$ cat config.mk
export PLATFORM = sky130hd
export DESIGN_NAME = ehm_front
export DESIGN_NICKNAME = d
export VERILOG_FILES = /design/src/rtl/core/ehm_pkg.sv /design/src/rtl/core/ehm_front.sv
export SDC_FILE = /design/constraint.sdc
export NUM_CORES = 1
export LEC_CHECK = 0
export CAP_MARGIN = 25
export CORE_MARGIN = 2
export CORE_UTILIZATION = 55
export DETAILED_ROUTE_END_ITERATION = 8
export DONT_BUFFER_PORTS = 1
export PLACE_DENSITY = 0.7
export SETUP_SLACK_MARGIN = 0.05
export SYNTH_ARGS = -nofsm -noshare
export SYNTH_HDL_FRONTEND = slang
export SYNTH_SLANG_ARGS = --single-unit
export TNS_END_PERCENT = 20
$ cat constraint.sdc
create_clock -name clk -period 3.7 [get_ports clk]
set_input_delay 0.925 -clock clk [delete_from_list [all_inputs] [get_ports clk]]
set_output_delay 0.925 -clock clk [all_outputs]
set_load 0.1 [all_outputs]
$ cat src/rtl/core/ehm_pkg.sv
`timescale 1ns / 1ps
`default_nettype none

package ehm_pkg;

	// Table geometry and field widths
	localparam int unsigned STRIP_CNT = 4096;
	localparam int unsigned HIT_CNT   = 4096;
	localparam int unsigned STRIP_W   = 12;
	localparam int unsigned TIME_W    = 18;
	localparam int unsigned IDX_W     = 12;
	localparam int unsigned CNT_W     = 12;
	localparam int unsigned ADDR_W    = $clog2(STRIP_CNT);
	// Epoch tag kept with every table entry; zero never marks a live entry
	localparam int unsigned EPOCH_W   = 8;

	localparam logic [CNT_W-1:0]   CNT_MAX   = '1;
	localparam logic [STRIP_W:0]   STRIP_LIM = (STRIP_W+1)'(STRIP_CNT);
	localparam logic [IDX_W:0]     IDX_LIM   = (IDX_W+1)'(HIT_CNT);

	// Input item mode codes
	localparam logic MODE_HIT = 1'b0;
	localparam logic MODE_EOE = 1'b1;

	typedef struct packed {
		logic               mode;
		logic [STRIP_W-1:0] strip_id;
		logic [TIME_W-1:0]  hit_time_ps;
		logic [IDX_W-1:0]   hit_index;
	} hit_t;

	typedef struct packed {
		logic [IDX_W-1:0] kept_index;
		logic             dropped_valid;
		logic [IDX_W-1:0] dropped_index;
		logic             event_done;
		logic [CNT_W-1:0] merged_count;
	} result_t;

	typedef enum logic [1:0] {
		CMD_PASS,
		CMD_TABLE,
		CMD_EOE
	} cmd_kind_t;

	typedef struct packed {
		cmd_kind_t         kind;
		logic [ADDR_W-1:0] strip;
		logic [TIME_W-1:0] t;
		logic [IDX_W-1:0]  idx;
	} cmd_t;

	// Status from back end to front end
	typedef struct packed {
		logic clr_busy;
	} back_stat_t;

endpackage

`default_nettype wire

$ cat src/rtl/core/ehm_front.sv
`timescale 1ns / 1ps
`default_nettype none

module ehm_front (
	input  wire                 clk,
	input  wire                 arst_n,
	input  wire                 push,
	output logic                full,
	input  ehm_pkg::hit_t       hit,
	input  wire                 merge_en,
	input  ehm_pkg::back_stat_t stat,
	output logic                cmd_valid,
	output ehm_pkg::cmd_t       cmd,
	input  wire                 cmd_pop
);

	ehm_pkg::cmd_t ent_q [2];
	ehm_pkg::cmd_t new_cmd;
	logic [1:0]    cnt_q;
	logic          wr_ptr_q;
	logic          rd_ptr_q;
	logic          accept;
	logic          in_range;

	assign full      = (cnt_q == 2'd2) || stat.clr_busy;
	assign accept    = push && !full;
	assign cmd_valid = (cnt_q != 2'd0);
	assign cmd       = ent_q[rd_ptr_q];

	// Out-of-range strips or indexes bypass the table
	assign in_range = ({1'b0, hit.strip_id} < ehm_pkg::STRIP_LIM) &&
		({1'b0, hit.hit_index} < ehm_pkg::IDX_LIM);

	always_comb begin
		new_cmd.strip = hit.strip_id[ehm_pkg::ADDR_W-1:0];
		new_cmd.t     = hit.hit_time_ps;
		new_cmd.idx   = hit.hit_index;
		if (hit.mode == ehm_pkg::MODE_EOE) begin
			new_cmd.kind = ehm_pkg::CMD_EOE;
		end else if (merge_en && in_range) begin
			new_cmd.kind = ehm_pkg::CMD_TABLE;
		end else begin
			new_cmd.kind = ehm_pkg::CMD_PASS;
		end
	end

	always_ff @(posedge clk) begin
		if (accept) begin
			ent_q[wr_ptr_q] <= new_cmd;
		end
	end

	always_ff @(posedge clk or negedge arst_n) begin
		if (!arst_n) begin
			cnt_q    <= 2'd0;
			wr_ptr_q <= 1'b0;
			rd_ptr_q <= 1'b0;
		end else begin
			if (accept) begin
				wr_ptr_q <= !wr_ptr_q;
			end
			if (cmd_pop) begin
				rd_ptr_q <= !rd_ptr_q;
			end
			cnt_q <= cnt_q + 2'(accept) - 2'(cmd_pop);
		end
	end

endmodule

`default_nettype wire

==> impl_metrics.py <==
metrics = {
    "global_route": {
        "grt_pass1_vias": 1395,
        "grt_max_degree": 45,
        "overflow": 0,
        "antenna_found_initial": 0,
        "grt_pass1_wl_um": 7070,
        "track_usage": 0.135,
    },
    "cells_and_area": {
        "area_growth_pct": 7.54,
        "fin_nets": 217,
        "layout.area.seq_um2": 2740,
        "antenna-diode-count": 0,
        "multi_input_area_um2": 757,
        "fillerInstances": 453,
        "final_cells": 248,
        "layout-drive-gt1-share": 0.374,
    },
    "yosys": {
        "synth_nets": 207,
        "synth_top_area_frac": 0.737,
        "synth_seq_cells": 92,
        "synth_cell_type_count": 15,
        "synthCells": 156,
        "ys_seq_area_frac": 0.765,
        "synth_area_leaders": "edfxtp_1 74%, mux2_4 16%, dfrtp_1 2.8%",
        "ys_warn_count": 0,
        "yosysTopAreaCell": "edfxtp_1",
        "syn_area_um2": 3580,
        "syn_avg_cell_area_um2": 23.0,
    },
    "route": {
        "via_per_inst": 5.45,
        "avgRoutedWirePerCell_um": 19.6,
        "drtAntennaViolNets": 0,
        "first_pass_iters": 4,
        "drc": 0,
        "drtIter0Drc": 71,
        "finalWirelength_um": 4870,
        "via_count": 1352,
    },
    "clock_network": {
        "insertion_delay_ns": 0.34,
        "clock-sinks": 92,
        "clk_pin_slew_ns": 0.08,
        "htree_levels": 3,
        "cts_made_buffers": 9,
        "cts_hold_buf": 0,
        "cts_resized": 0,
        "post_cts_buffers": 0,
        "cts_tree": "done",
        "clockRootBuffer": "clkbuf_8",
        "cts.path.max_buffers": 2,
    },
    "sta": {
        "finalCriticalPeriod_ns": 2.90,
        "fmax_mhz": 345,
        "finClkSkew_ns": 0.00964,
        "final.setup.tns_ns": 0,
        "hold_viol": 0,
        "maxSlewViolCount": 0,
        "tightest_slew_ns": 0.602,
        "period_share": 0.784,
        "grt_setup_unrepaired": "no",
        "slew_headroom": 0.599,
        "setup_viol_count_final": 0,
    },
    "flow_run": {
        "drv_cap": 0,
    },
    "die": {
        "row_count": 29,
        "chipHeight_um": 84.7,
        "dieWidth_um": 84.7,
        "initial_core_util": 0.568,
        "core_um2": 6310,
        "ios": 95,
        "die_area_um2": 7180,
    },
    "placement": {
        "dp.cells": 232,
        "portBuffers": 0,
        "dpl.hpwl_um": 3250,
        "gp_congestion": 0.727,
    },
    "setup_path": {
        "cp_max_fo": 28,
        "crit_type": "reg -> out",
        "cp_data_arrival_time_ns": 1.98,
        "r2r_end": "ent_q[1][41]$_DFFE_PP_",
        "regToRegStartpoint": "cnt_q[1]$_DFF_PN0_",
        "critPathLaunchType": "register",
        "ff2ff_path_depth": 4,
        "end_kind": "output port",
        "crit_required_ns": 2.77,
        "r2r_slack_ns": 1.88,
        "slowest_delay_ns": 0.73,
        "path_cells": "buf_12 > mux2_2",
        "crit_slowest_cell": "dfrtp_2",
    },
    "hold_path": {
        "hp-class": "in -> async",
    },
    "status": {
        "outcome": "finished, final reports clean",
    },
}
## cells in the mapped netlist
master    number
xnor2_1        3
ha_1           2
mux2_4        39
edfxtp_1      88
mux2_2         5
or2_2          1
nor2b_1        1
nor2_1         2
buf_12         4
inv_1          2
nand2b_1       2
buf_6          1
nand3b_1       1
dfrtp_1        4
xor2_1         1
## cells in the final DEF, fill, tap and decap left out, drive strengths merged
cell and instances:
edfxtp 88, nand3b 1, dfrtp 4, xor2 1
bufinv 2, nor2b 1, ha 2, xnor2 3
buf 4, nor2 2, mux2 44, clkinv 3
inv 2, clkbuf 10, clkinvlp 1, or2 1
nand2b 2
## worst max-delay path by stage
stage / from / to / slack (ns) / depth (start not counted)
2_1_floorplan: stat / ent_q[0][0]$_DFFE_PP_ / 0.23 / 2
3_3_place_gp: rd_ptr_q$_DFFE_PN0P_ / cmd[3] / 1.17 / 2
3_5_place_dp: rd_ptr_q$_DFFE_PN0P_ / cmd[3] / 1.15 / 2
4_1_cts: rd_ptr_q$_DFFE_PN0P_ / cmd[3] / 0.78 / 2
5_1_grt: rd_ptr_q$_DFFE_PN0P_ / cmd[3] / 0.73 / 2
6_report: rd_ptr_q$_DFFE_PN0P_ / cmd[3] / 0.80 / 2
## flip-flops by register name, summed over array words and instances, names as in the netlist
register,flops
ent_q,88
cnt_q,2
rd_ptr_q,1
wr_ptr_q,1
## cells by family (layout without fill, tap and decap cells)
group,after synthesis,count (layout),share of synthesized area
xor+xnor,4,4,0.00978
fa+ha+maj,2,2,0.00698
buf+inv,7,22,0.0276
flops,92,92,0.765
mux,44,44,0.179
simple gates,7,7,0.0112
## worst max-delay path, delay by kind of cell (launching register included)
kind / cells / cell delay, ns
buffers and inverters: 1 / 0.30
muxes: 1 / 0.59
DFF: 1 / 0.73
## routing by layer
metal / track usage / vias up / part of all wire
li1: - / 619 / -
met1: 0.138 / 672 / 0.34
met2: 0.227 / 54 / 0.52
met3: 0.0678 / 7 / 0.12
met4: 0.0693 / 0 / 0.015
met5: 0 / - / 0
## layout make-up
cell class | instances | area share
Tap cell | 77 | 0.0250
Sequential cell | 92 | 0.712
Inverter | 2 | 0.00195
Clock inverter | 6 | 0.0205
Timing Repair Buffer | 4 | 0.0110
Multi-Input combinational cell | 57 | 0.196
Clock buffer | 10 | 0.0331
## metrics by stage
stage	area, um2	util	hold WS (ns)	setup WS [ns]
2_1_floorplan	3580	-	0.468	0.232
4_1_cts	3850	0.610	0.258	0.777
5_1_grt	3850	0.610	0.256	0.730
3_3_place_gp	3650	0.578	0.498	1.17
3_5_place_dp	3650	0.578	0.532	1.15
6_report	3850	0.610	0.272	0.799
Power is not shown: default switching activity piles up to over one toggle a cycle in this logic, so the estimate is an artifact.
